File: src/hdl/rter_pkg.sv
// ----------------------------------------------------------------------------
// Region texture edge ratio: shared package
// Widths, constants, controller states and the command and status bundles
// passed between the controller and the datapath.
// ----------------------------------------------------------------------------
package rter_pkg;

	localparam int unsigned MAX_PIXELS_DEF = 65536;

	localparam int unsigned PIX_W   = 8;
	localparam int unsigned COUNT_W = 17;
	localparam int unsigned EDGE_W  = 18;
	localparam int unsigned Q_SHIFT = 15;
	localparam int unsigned NUM_W   = EDGE_W + Q_SHIFT + 1;
	localparam int unsigned RATIO_W = 17;

	localparam int unsigned DIV_STEPS = RATIO_W;
	localparam int unsigned STEP_W    = $clog2(DIV_STEPS);

	localparam logic [RATIO_W-1:0] Q_HALF = RATIO_W'(32768);
	localparam logic [RATIO_W-1:0] Q_ONE  = RATIO_W'(65536);

	localparam logic [PIX_W-1:0] THRESH_RESET = PIX_W'(128);

	localparam int unsigned IN_DATA_W  = 32;
	localparam int unsigned OUT_DATA_W = 72;

	typedef enum logic [1:0] {
		ST_COUNT,
		ST_DIV,
		ST_DONE
	} state_t;

	typedef struct packed {
		logic count_en;
		logic snap;
		logic step;
		logic out_load;
	} ctrl_cmd_t;

	typedef struct packed {
		logic out_free;
	} dp_stat_t;

endpackage

File: src/hdl/rter_div.sv
// ----------------------------------------------------------------------------
// Region texture edge ratio: serial ratio divider
// Restoring division, one quotient bit per step, with the empty-class and
// clamp rules applied to the finished quotient.
// ----------------------------------------------------------------------------
module rter_div
	import rter_pkg::*;
(
	input  logic               clk,
	input  logic               load,
	input  logic               step,
	input  logic [NUM_W-1:0]   num,
	input  logic [COUNT_W-1:0] den,
	output logic [RATIO_W-1:0] ratio
);

	logic [COUNT_W-1:0] rem_q;
	logic [RATIO_W-1:0] quo_q;
	logic [COUNT_W-1:0] den_q;
	logic [COUNT_W:0]   trial;
	logic [COUNT_W:0]   diff;
	logic               ge;

	assign trial = {rem_q, quo_q[RATIO_W-1]};
	assign ge    = trial >= {1'b0, den_q};
	assign diff  = trial - {1'b0, den_q};

	always_ff @(posedge clk) begin
		if (load) begin
			rem_q <= num[NUM_W-1:RATIO_W];
			quo_q <= num[RATIO_W-1:0];
			den_q <= den;
		end else if (step) begin
			rem_q <= ge ? diff[COUNT_W-1:0] : trial[COUNT_W-1:0];
			quo_q <= {quo_q[RATIO_W-2:0], ge};
		end
	end

	always_comb begin
		if (den_q == '0) begin
			ratio = Q_HALF;
		end else if (quo_q > Q_ONE) begin
			ratio = Q_ONE;
		end else begin
			ratio = quo_q;
		end
	end

endmodule

File: src/hdl/rter_ctrl.sv
// ----------------------------------------------------------------------------
// Region texture edge ratio: controller
// Sequences counting, the ratio division after the last beat and the hand-off
// of the result to the output register.
// ----------------------------------------------------------------------------
module rter_ctrl
	import rter_pkg::*;
(
	input  logic      clk,
	input  logic      arst_n,
	input  logic      s_tvalid,
	input  logic      s_tlast,
	output logic      s_tready,
	input  dp_stat_t  stat,
	output ctrl_cmd_t cmd
);

	state_t            state_q;
	state_t            state_nx;
	logic [STEP_W-1:0] step_q;
	logic              last_step;

	assign last_step = step_q == STEP_W'(DIV_STEPS - 1);

	always_ff @(posedge clk or negedge arst_n) begin
		if (!arst_n) begin
			state_q <= ST_COUNT;
			step_q  <= '0;
		end else begin
			state_q <= state_nx;
			if (state_q == ST_DIV) begin
				step_q <= step_q + 1'b1;
			end else begin
				step_q <= '0;
			end
		end
	end

	always_comb begin
		state_nx = state_q;
		case (state_q)
			ST_COUNT: begin
				if (s_tvalid && s_tlast) begin
					state_nx = ST_DIV;
				end
			end
			ST_DIV: begin
				if (last_step) begin
					state_nx = ST_DONE;
				end
			end
			ST_DONE: begin
				if (stat.out_free) begin
					state_nx = ST_COUNT;
				end
			end
			default: state_nx = ST_COUNT;
		endcase
	end

	always_comb begin
		s_tready     = state_q == ST_COUNT;
		cmd.count_en = (state_q == ST_COUNT) && s_tvalid;
		cmd.snap     = (state_q == ST_COUNT) && s_tvalid && s_tlast;
		cmd.step     = state_q == ST_DIV;
		cmd.out_load = (state_q == ST_DONE) && stat.out_free;
	end

`ifndef ASSERT_OFF
	a_last_starts_div: assert property (@(posedge clk) disable iff (!arst_n)
		cmd.snap |=> state_q == ST_DIV)
		else $error("Last beat did not start the division.");

	a_div_length: assert property (@(posedge clk) disable iff (!arst_n)
		(state_q == ST_DIV && last_step) |=> state_q == ST_DONE)
		else $error("Division did not end after its final step.");

	a_no_load_while_busy: assert property (@(posedge clk) disable iff (!arst_n)
		cmd.out_load |=> state_q == ST_COUNT && step_q == '0)
		else $error("Result hand-off did not return to counting.");
`endif

endmodule

File: src/hdl/rter_dp.sv
// ----------------------------------------------------------------------------
// Region texture edge ratio: datapath
// Threshold register, pixel classing, saturating counters, the two ratio
// dividers and the output register.
// ----------------------------------------------------------------------------
module rter_dp
	import rter_pkg::*;
#(
	parameter int unsigned MAX_PIXELS = MAX_PIXELS_DEF
) (
	input  logic                  clk,
	input  logic                  arst_n,
	input  logic                  cfg_wr_en,
	input  logic [PIX_W-1:0]      cfg_wr_data,
	input  logic [PIX_W-1:0]      pixel,
	input  logic [PIX_W-1:0]      left_pixel,
	input  logic [PIX_W-1:0]      right_pixel,
	input  logic                  has_left,
	input  logic                  has_right,
	input  ctrl_cmd_t             cmd,
	output dp_stat_t              stat,
	input  logic                  m_tready,
	output logic                  m_tvalid,
	output logic [OUT_DATA_W-1:0] m_tdata
);

	localparam int unsigned CAP_I = (MAX_PIXELS < 131071) ? MAX_PIXELS : 131071;
	localparam logic [COUNT_W-1:0] COUNT_CAP = COUNT_W'(CAP_I);
	localparam logic [EDGE_W-1:0]  EDGE_CAP  = EDGE_W'(2 * CAP_I);

	logic [PIX_W-1:0]   thresh_q;
	logic [COUNT_W-1:0] bcnt_q, dcnt_q, bcnt_nx, dcnt_nx;
	logic [EDGE_W-1:0]  bedge_q, dedge_q, bedge_nx, dedge_nx;
	logic [COUNT_W-1:0] bsnap_q, dsnap_q;
	logic               bright, edge_l, edge_r;
	logic [1:0]         edges;
	logic [COUNT_W-1:0] cnt_sel, cnt_inc;
	logic [EDGE_W-1:0]  edge_sel, edge_inc;
	logic [EDGE_W:0]    edge_sum;
	logic [NUM_W-1:0]   bnum, dnum;
	logic [RATIO_W-1:0] bratio, dratio;
	logic               m_valid_q;

	always_ff @(posedge clk or negedge arst_n) begin
		if (!arst_n) begin
			thresh_q <= THRESH_RESET;
		end else if (cfg_wr_en) begin
			thresh_q <= cfg_wr_data;
		end
	end

	always_comb begin
		bright   = pixel >= thresh_q;
		edge_l   = has_left && ((left_pixel >= thresh_q) != bright);
		edge_r   = has_right && ((right_pixel >= thresh_q) != bright);
		edges    = {1'b0, edge_l} + {1'b0, edge_r};
		cnt_sel  = bright ? bcnt_q : dcnt_q;
		edge_sel = bright ? bedge_q : dedge_q;
		cnt_inc  = (cnt_sel >= COUNT_CAP) ? COUNT_CAP : cnt_sel + 1'b1;
		edge_sum = {1'b0, edge_sel} + (EDGE_W + 1)'(edges);
		edge_inc = (edge_sum > {1'b0, EDGE_CAP}) ? EDGE_CAP : edge_sum[EDGE_W-1:0];
		bcnt_nx  = bright ? cnt_inc : bcnt_q;
		bedge_nx = bright ? edge_inc : bedge_q;
		dcnt_nx  = bright ? dcnt_q : cnt_inc;
		dedge_nx = bright ? dedge_q : edge_inc;
		bnum = (NUM_W'(bedge_nx) << Q_SHIFT) + NUM_W'(bcnt_nx >> 1);
		dnum = (NUM_W'(dedge_nx) << Q_SHIFT) + NUM_W'(dcnt_nx >> 1);
	end

	always_ff @(posedge clk or negedge arst_n) begin
		if (!arst_n) begin
			bcnt_q  <= '0;
			dcnt_q  <= '0;
			bedge_q <= '0;
			dedge_q <= '0;
		end else if (cmd.snap) begin
			bcnt_q  <= '0;
			dcnt_q  <= '0;
			bedge_q <= '0;
			dedge_q <= '0;
		end else if (cmd.count_en) begin
			bcnt_q  <= bcnt_nx;
			dcnt_q  <= dcnt_nx;
			bedge_q <= bedge_nx;
			dedge_q <= dedge_nx;
		end
	end

	always_ff @(posedge clk) begin
		if (cmd.snap) begin
			bsnap_q <= bcnt_nx;
			dsnap_q <= dcnt_nx;
		end
	end

	rter_div u_div_bright (
		.clk   (clk),
		.load  (cmd.snap),
		.step  (cmd.step),
		.num   (bnum),
		.den   (bcnt_nx),
		.ratio (bratio)
	);

	rter_div u_div_dark (
		.clk   (clk),
		.load  (cmd.snap),
		.step  (cmd.step),
		.num   (dnum),
		.den   (dcnt_nx),
		.ratio (dratio)
	);

	always_ff @(posedge clk or negedge arst_n) begin
		if (!arst_n) begin
			m_valid_q <= 1'b0;
		end else if (cmd.out_load) begin
			m_valid_q <= 1'b1;
		end else if (m_tready) begin
			m_valid_q <= 1'b0;
		end
	end

	always_ff @(posedge clk) begin
		if (cmd.out_load) begin
			m_tdata <= {4'b0, dsnap_q, bsnap_q, dratio, bratio};
		end
	end

	assign m_tvalid      = m_valid_q;
	assign stat.out_free = !m_valid_q || m_tready;

`ifndef ASSERT_OFF
	a_clear_after_last: assert property (@(posedge clk) disable iff (!arst_n)
		cmd.snap |=> bcnt_q == '0 && dcnt_q == '0 && bedge_q == '0 && dedge_q == '0)
		else $error("Counters not cleared after the last beat.");

	a_bright_edge_bound: assert property (@(posedge clk) disable iff (!arst_n)
		bedge_q <= {bcnt_q, 1'b0})
		else $error("Bright edge count exceeds twice the bright count.");

	a_dark_edge_bound: assert property (@(posedge clk) disable iff (!arst_n)
		dedge_q <= {dcnt_q, 1'b0})
		else $error("Dark edge count exceeds twice the dark count.");

	a_load_valid: assert property (@(posedge clk) disable iff (!arst_n)
		cmd.out_load |=> m_valid_q)
		else $error("Result load did not raise the output valid.");
`endif

endmodule

File: src/hdl/region_texture_edge_ratio.sv
// ----------------------------------------------------------------------------
// Region texture edge ratio: top level
// Counts bright and dark pixels of a region and their unlike neighbours, and
// emits two roughness ratios and the class counts at the end of the region.
// ----------------------------------------------------------------------------
// Usage:
// Pixels arrive on the s_axis channel, one beat per pixel with its two row
// neighbours and their presence flags; tlast marks the final pixel of the
// region. Pixel beats are taken at one per cycle while s_axis_tready is high.
// The beat carrying tlast is counted, the counters clear and two serial
// dividers run; s_axis_tready stays low while they run and until the result
// is handed off. The result beat enters the output register once the division
// ends and the register is free, and counting then resumes.
// The m_axis output register holds a finished result while the receiver
// stalls; new pixels are still taken up to the next region's last beat, whose
// result then waits in the dividers, with s_axis_tready low, until the
// register is free. The user must write the threshold through cfg_wr_en
// and cfg_wr_data only while the block is idle; the block does not enforce it.
// Reset clears all counters and the output valid, and sets the threshold to
// 128.
// ----------------------------------------------------------------------------
module region_texture_edge_ratio
	import rter_pkg::*;
#(
	parameter int unsigned MAX_PIXELS = MAX_PIXELS_DEF
) (
	input  logic                  clk,
	input  logic                  arst_n,
	input  logic                  cfg_wr_en,
	input  logic [PIX_W-1:0]      cfg_wr_data,
	input  logic                  s_axis_tvalid,
	output logic                  s_axis_tready,
	// pixel, left_pixel, right_pixel, has_left, has_right, zero fill
	input  logic [IN_DATA_W-1:0]  s_axis_tdata,
	input  logic                  s_axis_tlast,
	output logic                  m_axis_tvalid,
	input  logic                  m_axis_tready,
	// bright_roughness, dark_roughness, bright_pixels, dark_pixels, zero fill
	output logic [OUT_DATA_W-1:0] m_axis_tdata
);

	ctrl_cmd_t cmd;
	dp_stat_t  stat;

	rter_ctrl u_ctrl (
		.clk      (clk),
		.arst_n   (arst_n),
		.s_tvalid (s_axis_tvalid),
		.s_tlast  (s_axis_tlast),
		.s_tready (s_axis_tready),
		.stat     (stat),
		.cmd      (cmd)
	);

	rter_dp #(
		.MAX_PIXELS (MAX_PIXELS)
	) u_dp (
		.clk         (clk),
		.arst_n      (arst_n),
		.cfg_wr_en   (cfg_wr_en),
		.cfg_wr_data (cfg_wr_data),
		.pixel       (s_axis_tdata[7:0]),
		.left_pixel  (s_axis_tdata[15:8]),
		.right_pixel (s_axis_tdata[23:16]),
		.has_left    (s_axis_tdata[24]),
		.has_right   (s_axis_tdata[25]),
		.cmd         (cmd),
		.stat        (stat),
		.m_tready    (m_axis_tready),
		.m_tvalid    (m_axis_tvalid),
		.m_tdata     (m_axis_tdata)
	);

endmodule
File: config.mk
export PLATFORM = sky130hd
export DESIGN_NAME = region_texture_edge_ratio
export DESIGN_NICKNAME = d
export VERILOG_FILES = /design/src/hdl/rter_pkg.sv /design/src/hdl/rter_div.sv /design/src/hdl/rter_ctrl.sv /design/src/hdl/rter_dp.sv /design/src/hdl/region_texture_edge_ratio.sv
export SDC_FILE = /design/constraint.sdc
export NUM_CORES = 1
export LEC_CHECK = 0
export ABC_AREA = 1
export BUFFER_PORTS_ARGS = -buffer_cell sky130_fd_sc_hd__buf_4
export CELL_PAD_IN_SITES_DETAIL_PLACEMENT = 0
export CELL_PAD_IN_SITES_GLOBAL_PLACEMENT = 1
export CORE_MARGIN = 2
export CORE_UTILIZATION = 40
export DETAILED_ROUTE_END_ITERATION = 10
export HOLD_SLACK_MARGIN = 0.06
export PLACE_DENSITY_LB_ADDON = 0.1
export SETUP_SLACK_MARGIN = 0.15
export SYNTH_ARGS = -nofsm -noshare
export SYNTH_HDL_FRONTEND = slang
export SYNTH_SLANG_ARGS = --single-unit
File: constraint.sdc
create_clock -name clk -period 9.1 [get_ports clk]
set_clock_uncertainty 0.15 [all_clocks]
set_input_delay 1.82 -clock clk [delete_from_list [all_inputs] [get_ports clk]]
set_output_delay 1.82 -clock clk [all_outputs]
set_load 0.01 [all_outputs]
# Word-level counts from Yosys, hierarchy flattened
# Index checks and enable logic that the tools add are counted.
# W data, S select, Z words.
# totals
regBits	256
inputBits	46
word_cells	96
# classes
n_addsub	8
order_cmp	9
n_eq_ne	8
muxes	35
reduce_logical	17
# ops
operator	count
$mux W17	20
$mux W18	8
$add A33 B16 Y34	2
$ge A18 B17 Y1	2
$gt A17 B17 Y1 const B	2
$logic_not A17 Y1	2
$sub A17 B17 Y17	2
$ge A8 B8 Y1	3
$add A18 B2 Y19	1
$gt A19 B18 Y1 const B	1
$add A17 B1 Y17 const B	1
$ge A17 B17 Y1 const B	1
$logic_and A1 B1 Y1	6
$mux W2	3
$pmux W2 S3	1
$reduce_bool A2 Y1	3
$add A5 B1 Y5 const B	1
$eq A5 B5 Y1 const B	1
$mux W5	1
$ne A2 B1 Y1 const B	2
$reduce_or A2 Y1	2
$reduce_and A3 Y1	1
$add A1 B1 Y2	1
$eq A2 B1 Y1 const B	1
7 further kinds	9

# Depth between registers and ports, before layout
# Gate-level depths: netlist of run 1.
# depth
depth_word	10
ltp_mapped	47
depth_no_buf	40

# Modules after synthesis
# Synthesis of run 1 repeated with hierarchy kept, for this count alone.
# hier_totals
cells_unflattened	2152
area_unflattened_um2	17438.0
# by_module_without_submodules
module	instances	cells_each	area_each_um2	seq_area_each_um2
rter_dp	1	1157	9939.5	5041.1
rter_div (u_dp.u_div_bright)	1	472	3567.2	1531.5
rter_div (u_dp.u_div_dark)	1	475	3542.1	1531.5
rter_ctrl	1	48	389.1	175.2

# Worst setup path before layout of run 1
# OpenSTA, ideal clock, no wires.
# synth_path
kind	input to register
start	input port s_axis_tdata[7]
end	register u_dp.u_div_bright.rem_q[14], data pin
setup_ps	256
arrival_time_ps	7212
required_time_ps	8694
slack_ps	1482
path_stages	35
path_cell_list	ha_1 a21o_1 nor2_4 nand3_4 buf_6 buf_6 buf_2 buf_2 clkinv_1 clkbuf_1 clkbuf_1 clkbuf_1 a31oi_1 fa_1 ha_1 or2_2 nor2_1 nand3_1 nor2_1 nand2_1 nor2_1 nand2_1 nand2_2 buf_6 nand2_1 o21ai_0 ha_1 ha_1 nand3_2 nor2_2 nand2_1 nand2_1 nand2_1 nand2_1 nand2_1
# synth_via
elab_chain_cells	10
# synth_rtl
element	line	rtl
start: declaration	region_texture_edge_ratio.sv:34	input logic [IN_DATA_W-1:0] s_axis_tdata,
$ge A8 B8 Y1 *	rter_dp.sv:53	bright = pixel >= thresh_q;
$ne A1 B1 Y1, on equally long branches	rter_dp.sv:54, rter_dp.sv:55	
$logic_and A1 B1 Y1, on equally long branches	rter_dp.sv:54, rter_dp.sv:55	
$add A1 B1 Y2	rter_dp.sv:56	edges = {1'b0, edge_l} + {1'b0, edge_r};
$add A18 B2 Y19	rter_dp.sv:60	edge_sum = {1'b0, edge_sel} + (EDGE_W + 1)'(edges);
$gt A19 B18 Y1	rter_dp.sv:61	edge_inc = (edge_sum > {1'b0, EDGE_CAP}) ? EDGE_CAP : edge_sum[EDGE_W-1:0];
$mux W18	rter_dp.sv:61	
$mux W18	rter_dp.sv:63	bedge_nx = bright ? edge_inc : bedge_q;
$add A33 B16 Y34 *	rter_dp.sv:66	bnum = (NUM_W'(bedge_nx) << Q_SHIFT) + NUM_W'(bcnt_nx >> 1);
$mux W17 *	rter_div.sv:29	if (load) begin
end signal: assignment	rter_div.sv:30	rem_q <= num[NUM_W-1:RATIO_W];
end signal: assignment	rter_div.sv:34	rem_q <= ge ? diff[COUNT_W-1:0] : trial[COUNT_W-1:0];
end: declaration	rter_div.sv:17	logic [COUNT_W-1:0] rem_q;
# Mark *: on every way between the ends. The rest lies on a longest branch, timed or not.
# A chain may end at the register's enable or synchronous reset.

# Worst setup path in the final report of run 1
# layout_path
start	input port s_axis_tdata[16]
end	register u_dp.u_div_bright.rem_q[12], data pin
# layout_via
elab_chain_cells	10
# layout_rtl
element	line	rtl
$ge A8 B8 Y1 *	rter_dp.sv:55	edge_r = has_right && ((right_pixel >= thresh_q) != bright);
$ne A1 B1 Y1 *	rter_dp.sv:55	
$logic_and A1 B1 Y1 *	rter_dp.sv:55	
$add A1 B1 Y2 *	rter_dp.sv:56	
$add A18 B2 Y19 *	rter_dp.sv:60	
$gt A19 B18 Y1	rter_dp.sv:61	
$mux W18 *	rter_dp.sv:61	
$mux W18 *	rter_dp.sv:63	
$add A33 B16 Y34 *	rter_dp.sv:66	
$mux W17 *	rter_div.sv:29	
# Marks and branches as above.

==> results.cfg, run 1 <==
[hold_path]
worstHoldPathCells = 0
worstHoldPathType = flop to flop

[yosys]
yosysUniqueCellTypes = 49
synth-seq-cells = 256
synth_flop_cell = edfxtp_1
async_flop_share_pct = 33.6
yosys.area.top_type = edfxtp_1
yosys-top-cells-area = edfxtp_1 34%, dfrtp_1 14%, nand2_1 11%
seq_area_frac_synth_pct = 47.7
synthCells = 1822
synth_edf_count = 170
syn-cell-area_sq_mm = 0.0152
synth_top_cell_area_share_pct = 33.5
avgSynthCellArea_sq_um = 8.36
yosys_warnings = 0

[global_routing]
grt_pass1_vias = 11944
grt_pass1_wl_um = 68600
met2_usage_pct = 36.2
antenna_found_initial = 0
grt_most_used_layer = met2
overflow = 0
met1_usage_pct = 33.1
grt.total_usage_pct = 22.6
grt_start_max_net_pins = 76
use_met3_pct = 2.21

[routing]
antenna_left = 0
dr.first_iter.drc_count = 896
wl_per_cell_um = 18.1
drt-pass1-iter-count = 5
vias = 12618
viasPerCell = 5.15
totalWireLength_um = 44400
drc = 0

[worst_setup_path]
slowest_stage = o21ai_0
worstPathMaxFanout = 7
reg2regPathDepth = 29
cp_data_required_time_ns = 9.28
crit_type = input port to flop
slowest_delay_ns = 0.49
worst_ep_arrival_time_ns = 7.45
crit_path_end_kind = flop
startpoint_type = input port
path_common_cell = nand2_1

[layout]
seqCellArea_sq_mm = 0.00726
area_delta_synth_final_pct = 15.4
top_regs = u_dp.m_tdata x68, u_dp.bedge_q x18, u_dp.dedge_q x18
final_cells = 2448
top_register = u_dp.m_tdata
multiInputGateArea_sq_mm = 0.00669
largest_register_ffs = 68
diodes = 0
fill_cells = 3740
drive_gt1_share_pct = 13.6
nets = 2029
final_common_cell = nand2_1
mostFrequentLayoutCells = 434 x nand2_1, 247 x inv_1, 170 x edfxtp_1, 148 x o21ai_0, 125 x nor2_1

[place]
port_buffers = 109
dp_hpwl_um = 33600
dp.cells = 2394
gp_congestion = 0.874

[floorplanning]
die_h_um = 199
fp.dieW_um = 199
start_util_pct = 40.5
ioPinCount = 120
dieArea_sq_mm = 0.0397
coreArea_sq_mm = 0.0376
row_count = 71

[clock_tree]
cts_buffer_depth = 3
post_cts_resize_count = 0
numCtsBuffers = 29
htreeDepth = 1
cts_tree = done
clockRootBuffer = clkbuf_16
cts_sinks = 256
clock_latency_ns = 0.57
cts_hold_buf = 0
cts_setup_buffers = 0
path_clk_slew_ns = 0.06

[timing]
min_period_over_period_pct = 79.9
slew_violations = 0
relSlewSlack_pct = 25.8
fmax_ghz = 0.137
hold_viol = 0
setup_viol_count_final = 0
worstMarginPinSlew_ns = 1.10
post-route-min-period_ns = 7.27
setup_tns_ns = 0
rsz0062_at_grt = no

[run]
maxCapViolations = 0

[power]
p_leak_nw = 7.66
powerDensity_mw_per_mm2 = 309
irDropWorstVdd_mv = 0.173

[run_status]
status = completed
==> cell usage after synthesis, types with 4 or more instances <==
cell type / n
a21oi_1: 62
nand2_2: 24
o31ai_1: 4
dfrtp_1: 85
buf_2: 13
o21a_1: 15
a22oi_1: 24
nor3_1: 9
o21ai_0: 148
xnor2_1: 9
o21bai_1: 5
o221ai_1: 4
nor2_1: 128
nand3_1: 75
o21ai_1: 30
clkbuf_1: 34
nor2_2: 20
nand4_1: 53
o22ai_1: 42
a22o_1: 7
buf_1: 7
buf_4: 6
nand3_2: 15
inv_1: 247
buf_6: 6
ha_1: 66
nor4_1: 7
inv_2: 14
xor2_1: 23
nand2_1: 435
or2_2: 5
edfxtp_1: 170
==> path summary, 6_finish.rpt <==
check / from / end / slack [ns]
min in group asynchronous: arst_n / u_dp.thresh_q[3]$_DFFE_PN0P_ / 0.95
setup reg to reg: u_dp.thresh_q[7]$_DFFE_PN1P_ / u_dp.u_div_bright.rem_q[12]$_DFFE_PP_ / 2.59
hold reg to reg: u_dp.bsnap_q[7]$_DFFE_PP_ / u_dp.m_tdata[41]$_DFFE_PP_ / 0.31
max in group asynchronous: arst_n / u_dp.bedge_q[17]$_DFFE_PN0P_ / 6.58
setup / recovery: s_axis_tdata[16] / u_dp.u_div_bright.rem_q[12]$_DFFE_PP_ / 1.83
hold / removal: u_dp.bsnap_q[7]$_DFFE_PP_ / u_dp.m_tdata[41]$_DFFE_PP_ / 0.31
==> area by class of cell <==
class,count,share of cell area [%]
Clock buffer,39,4.68
Tap cell,511,3.64
Clock inverter,15,1.42
Multi-Input combinational cell,1240,38.0
Timing Repair Buffer,124,5.30
Inverter,263,5.62
Sequential cell,256,41.3
==> metrics by stage <==
| step | power, mW | utilization [%] | area, sq um | hold slack, ns | setup slack, ns |
|---|---|---|---|---|---|
| after floorplan | 3.48 | - | 15200 | 0.276 | 1.48 |
| after global placement | 4.13 | 43.9 | 16500 | 0.291 | 1.34 |
| after detailed placement | 4.13 | 43.9 | 16500 | 0.300 | 1.27 |
| after CTS | 5.47 | 46.8 | 17600 | 0.311 | 1.86 |
| after global routing | 5.83 | 46.8 | 17600 | 0.321 | 1.27 |
| final | 5.43 | 46.8 | 17600 | 0.312 | 1.83 |
==> kinds of logic (layout without fill, tap and decap cells) <==
group	count (synthesis)	in the layout	share of synthesized area, %
multiplexers	1	1	0.0739
flip-flops	256	256	47.7
buffers and inverters	329	441	8.66
AND/OR/NAND/NOR	778	778	22.5
other	1	4	0.0246
XOR/XNOR	32	32	1.84
AO/OA/AOI/OAI	356	356	13.4
adder cells (fa/ha/maj)	69	69	5.82
==> where the power goes <==
group | internal [mW] | total [mW] | switching [mW]
sequential | 1.72 | 1.90 | 0.173
combinational | 0.728 | 2.23 | 1.50
clock | 0.807 | 1.31 | 0.500
==> worst max-delay path: cells and delay by family <==
family	cells	cell delay, ns
AO/OA/AOI/OAI	9	1.92
adder cells (fa/ha/maj)	5	1.40
buffers and inverters	3	0.18
AND/OR/NAND/NOR	18	2.15
==> layer usage <==
layer  share of wire (%)  up-vias
li1                    -     6321
met2                  46      285
met3                 4.5       49
met1                  47     5963
met5                   0        -
met4                 2.0        0
(Power assumes the default switching activity.)
==> run 2: changes to the inputs <==
==> constraint.sdc (replaced) <==
create_clock -name clk -period 7.45 [get_ports clk]
set_clock_uncertainty 0.15 [all_clocks]
set_input_delay 1.49 -clock clk [delete_from_list [all_inputs] [get_ports clk]]
set_output_delay 1.49 -clock clk [all_outputs]
set_load 0.01 [all_outputs]
==> run 2 against run 1 <==
  * Via count rose by 0.63%
  * Clock power rose by 21%
  * Final cell count rose by 0.29%
==> results.cfg, run 2 (same netlist as run 1, synthesis figures left out) <==
[worst_setup_path]
rr_endpoint = u_dp.u_div_dark.rem_q[12]$_DFFE_PP_
startpoint_type = input port
r2r_slack_ns = 1.39
path_common_cell = nand2_1
reg2regPathDepth = 37
slowest_delay_ns = 0.30
cp_data_required_time_ns = 7.61
crit_type = input port to flop
r2r-start = u_dp.thresh_q[0]$_DFFE_PN0P_
worst_ep_arrival_time_ns = 6.79
critical-path-top-delay-family = simple AND/OR/NAND/NOR gates
crit_path_end_kind = flop
cp.buffers_inverters = 3
slowest_stage = nor2_1
worstPathMaxFanout = 5

[timing]
min_period_over_period_pct = 88.9
post-route-min-period_ns = 6.62
setup_tns_ns = 0
setup_viol_count_final = 0
relSlewSlack_pct = 23.3
worstMarginPinSlew_ns = 1.15
rsz0062_at_grt = no
hold_viol = 0
slew_violations = 0
fmax_ghz = 0.151

[clock_tree]
cts_sinks = 256
post_cts_resize_count = 0
cts_buffer_depth = 3
cts_hold_buf = 0
clock_latency_ns = 0.57
htreeDepth = 1
cts_setup_buffers = 0
path_clk_slew_ns = 0.06
numCtsBuffers = 29
clockRootBuffer = clkbuf_16
cts_tree = done

[place]
port_buffers = 109
dp.cells = 2402
dp_hpwl_um = 34000
gp_congestion = 0.877

[layout]
top_regs = u_dp.m_tdata x68, u_dp.bedge_q x18, u_dp.dedge_q x18
fin_util_pct = 46.9
area_delta_synth_final_pct = 15.7
top_register = u_dp.m_tdata
seqCellArea_sq_mm = 0.00726
fill_cells = 3734
final_cells = 2455
drive_gt1_share_pct = 13.9
largest_register_ffs = 68
diodes = 0
nets = 2037
multiInputGateArea_sq_mm = 0.00669
mostFrequentLayoutCells = 434 x nand2_1, 247 x inv_1, 170 x edfxtp_1, 148 x o21ai_0, 132 x buf_4
final_common_cell = nand2_1

[routing]
dr.first_iter.drc_count = 858
viasPerCell = 5.17
drt-pass1-iter-count = 6
vias = 12697
totalWireLength_um = 44900
antenna_left = 0
wl_per_cell_um = 18.3
drc = 0

[run]
maxCapViolations = 0

[floorplanning]
start_util_pct = 40.5
die_h_um = 199
ioPinCount = 120
dieArea_sq_mm = 0.0397
fp.dieW_um = 199
coreArea_sq_mm = 0.0376
row_count = 71

[power]
irDropWorstVdd_mv = 0.148
power_mw = 6.66
p_leak_nw = 7.68
powerDensity_mw_per_mm2 = 378

[global_routing]
grt_pass1_vias = 12201
grt.total_usage_pct = 23.0
grt_start_max_net_pins = 88
overflow = 0
grt_pass1_wl_um = 69900
antenna_found_initial = 0

[hold_path]
worstHoldPathType = flop to flop
hold_end = u_dp.m_tdata[54]$_DFFE_PP_
worstHoldPathCells = 0
min_from = u_dp.dsnap_q[3]$_DFFE_PP_

[run_status]
status = completed
-- run 2: cell count changes in the layout (fill, tap and decap cells not counted) --
| cell | change |
|---|---|
| clkbuf_1 | -2 |
| bufinv_16 | +1 |
| clkinv_1 | +3 |
| buf_4 | +8 |
| clkbuf_8 | -4 |
| clkinvlp_4 | +2 |
| clkinv_4 | -1 |
-- run 2: where the power goes --
part / internal (mW) / switching [mW]
logic: 0.899 / 1.86
registers: 2.11 / 0.209
clock network: 0.976 / 0.613
-- run 2: routing by layer --
layer	track usage [%]	vias up	routed length [um]	share of wire, %
met3	3.17	43	2360	5.3
met5	0	-	0	0
li1	-	6342	-	-
met2	36.3	322	20200	45
met1	33.9	5990	21600	48
met4	4.45	0	709	1.6
-- run 2: worst register-to-register path, delay by kind of cell, from the launching register on --
family                   cells  cell delay, ns
AO/OA/AOI/OAI                9            1.55
flip-flops                   1            0.44
adder cells (fa/ha/maj)      5            1.30
buffers and inverters        1            0.14
AND/OR/NAND/NOR             22            2.22
-- run 2: cell type report --
cell class                      instances  area share, %
Clock buffer                           33           4.32
Clock inverter                         20           1.68
Inverter                              263           5.60
Multi-Input combinational cell       1240           37.9
Sequential cell                       256           41.2
Tap cell                              511           3.63
Timing Repair Buffer                  132           5.62
-- run 2: how the worst max path moves through the flow --
stage,startpoint,cells past startpoint,to
floorplan,s_axis_tdata[7],35,u_dp.u_div_bright.rem_q[14]$_DFFE_PP_
global placement,s_axis_tdata[16],39,u_dp.u_div_dark.rem_q[12]$_DFFE_PP_
detailed placement,s_axis_tdata[16],39,u_dp.u_div_dark.rem_q[12]$_DFFE_PP_
CTS,s_axis_tdata[16],39,u_dp.u_div_dark.rem_q[12]$_DFFE_PP_
global route,s_axis_tdata[16],39,u_dp.u_div_dark.rem_q[12]$_DFFE_PP_
finish,s_axis_tdata[8],39,u_dp.u_div_dark.rem_q[12]$_DFFE_PP_
-- run 2: stage by stage --
step,hold slack [ns],instance area (sq um),worst slack (ns)
6_report,0.308,17600,0.825
5_1_grt,0.317,17600,0.233
4_1_cts,0.303,17600,0.805
3_5_place_dp,0.296,16600,0.215
3_3_place_gp,0.289,16600,0.276
2_1_floorplan,0.276,15200,0.162
==> run 3: changes to the inputs <==
--- a/config.mk
+++ b/config.mk
@@ -9,6 +9,7 @@
 export BUFFER_PORTS_ARGS = -buffer_cell sky130_fd_sc_hd__buf_4
 export CELL_PAD_IN_SITES_DETAIL_PLACEMENT = 0
 export CELL_PAD_IN_SITES_GLOBAL_PLACEMENT = 1
+export CORE_ASPECT_RATIO = 0.5
 export CORE_MARGIN = 2
 export CORE_UTILIZATION = 40
 export DETAILED_ROUTE_END_ITERATION = 10
==> run 3 against run 2 <==
  * Combinational power hardly changed
  * Sequential power about the same
  * Largest power group unchanged
  * Critical endpoint unchanged
  * Sequential cell count unchanged
==> results.cfg, run 3 (same netlist as run 1, synthesis figures left out) <==
[clock_tree]
cts_setup_buffers = 0
cts_buffer_depth = 3
post_cts_resize_count = 0
clock_latency_ns = 0.57
path_clk_slew_ns = 0.06
numCtsBuffers = 27
cts_tree = done
htreeDepth = 1
clockRootBuffer = clkbuf_16
cts_sinks = 256
cts_hold_buf = 0

[worst_setup_path]
endpoint = u_dp.u_div_dark.rem_q[12]$_DFFE_PP_
cp_data_required_time_ns = 7.62
rr_endpoint = u_dp.u_div_dark.rem_q[12]$_DFFE_PP_
crit_path_end_kind = flop
path_common_cell = nand2_1
slowest_stage = fa_1
reg2regPathDepth = 35
r2r-start = u_dp.thresh_q[0]$_DFFE_PN0P_
startpoint_type = input port
crit_type = input port to flop
slowest_delay_ns = 0.31
r2r_slack_ns = 1.39
crit_start = s_axis_tdata[8]
worstPathMaxFanout = 7
worst_ep_arrival_time_ns = 6.82

[power]
p_leak_nw = 7.58
powerDensity_mw_per_mm2 = 370
irDropWorstVdd_mv = 0.184

[routing]
drc = 0
wl_per_cell_um = 18.4
drt-pass1-iter-count = 5
totalWireLength_um = 44700
viasPerCell = 5.18
antenna_left = 0
dr.first_iter.drc_count = 1266
vias = 12609

[place]
post-place-ws_ns = 0.233
gp_congestion = 0.882
port_buffers = 109
dp.cells = 2383
placed_cell_area_sq_mm = 0.0165
dp_hpwl_um = 32300

[global_routing]
grt.total_usage_pct = 22.5
overflow = 0
grt_pass1_vias = 11822
antenna_found_initial = 2
grt_pass1_wl_um = 69000
grt_start_max_net_pins = 91

[floorplanning]
ioPinCount = 120
fp.dieW_um = 280
start_util_pct = 40.6
coreArea_sq_mm = 0.0375
dieArea_sq_mm = 0.0397
row_count = 50
die_h_um = 142

[timing]
post-route-min-period_ns = 6.65
fin_ws_ns = 0.795
setup_viol_count_final = 0
worstMarginPinSlew_ns = 1.13
relSlewSlack_pct = 24.6
rsz0062_at_grt = no
min_period_over_period_pct = 89.3
hold_viol = 0
fmax_ghz = 0.150
setup_tns_ns = 0
slew_violations = 0

[layout]
largest_register_ffs = 68
drive_gt1_share_pct = 13.2
nets = 2033
mostFrequentLayoutCells = 434 x nand2_1, 247 x inv_1, 170 x edfxtp_1, 148 x o21ai_0, 130 x buf_4
final_common_cell = nand2_1
top_register = u_dp.m_tdata
final_cells = 2434
fin_util_pct = 46.4
top_regs = u_dp.m_tdata x68, u_dp.bedge_q x18, u_dp.dedge_q x18
fin_area_sq_mm = 0.0174
area_delta_synth_final_pct = 14.1

[run_status]
status = completed

[run]
maxCapViolations = 0

[hold_path]
worstHoldPathType = flop to flop
[run 3: how the worst min path moves through the flow]
| stage | slack, ns | cells after the start | startpoint | end |
|---|---|---|---|---|
| 2_1_floorplan | 0.28 | 0 | u_dp.bsnap_q[2]$_DFFE_PP_ | u_dp.m_tdata[36]$_DFFE_PP_ |
| 3_3_place_gp | 0.29 | 0 | u_dp.dsnap_q[7]$_DFFE_PP_ | u_dp.m_tdata[58]$_DFFE_PP_ |
| 5_1_grt | 0.32 | 0 | u_dp.dsnap_q[16]$_DFFE_PP_ | u_dp.m_tdata[67]$_DFFE_PP_ |
| 3_5_place_dp | 0.29 | 0 | u_dp.bsnap_q[7]$_DFFE_PP_ | u_dp.m_tdata[41]$_DFFE_PP_ |
| 6_report | 0.31 | 0 | u_dp.bsnap_q[7]$_DFFE_PP_ | u_dp.m_tdata[41]$_DFFE_PP_ |
| 4_1_cts | 0.31 | 0 | u_dp.bsnap_q[7]$_DFFE_PP_ | u_dp.m_tdata[41]$_DFFE_PP_ |
[run 3: layout make-up]
cell class,count,area (sq um)
timing repair buffer,130,976
multi-input combinational,1240,6690
clock inverter,14,134
antenna,1,2.50
tap,494,618
fill,3726,20100
inverter,263,987
sequential,256,7260
clock buffer,36,719
[run 3: through the flow]
step           hold WS (ns)  power [mW]
3_5_place_dp          0.294        5.06
3_3_place_gp          0.291        5.07
4_1_cts               0.311        6.45
6_report              0.307        6.43
2_1_floorplan         0.276        4.26
5_1_grt               0.321        6.92
[run 3: metal layers]
layer  GRT usage, %  share of wire [%]  vias to the layer above
li1               -                  -                     6317
met1           34.6                 51                     5930
met2           32.9                 41                      321
met3           4.15                6.5                       41
met4           4.14                1.4                        0
met5              0                  0                        -
[run 3: where the power goes]
group | switching [mW] | internal, mW | leakage, nW
clock network | 0.602 | 0.752 | 0.415
logic | 1.86 | 0.895 | 4.37
registers | 0.211 | 2.11 | 2.79
[run 3: worst max-delay path, delay by kind of cell]
kind / cells / cell delay, ns
and+or+nand+nor: 19 / 2.12
buffers and inverters: 4 / 0.32
adders and majority gates: 5 / 1.31
AOI/OAI and AO/OA: 9 / 1.59
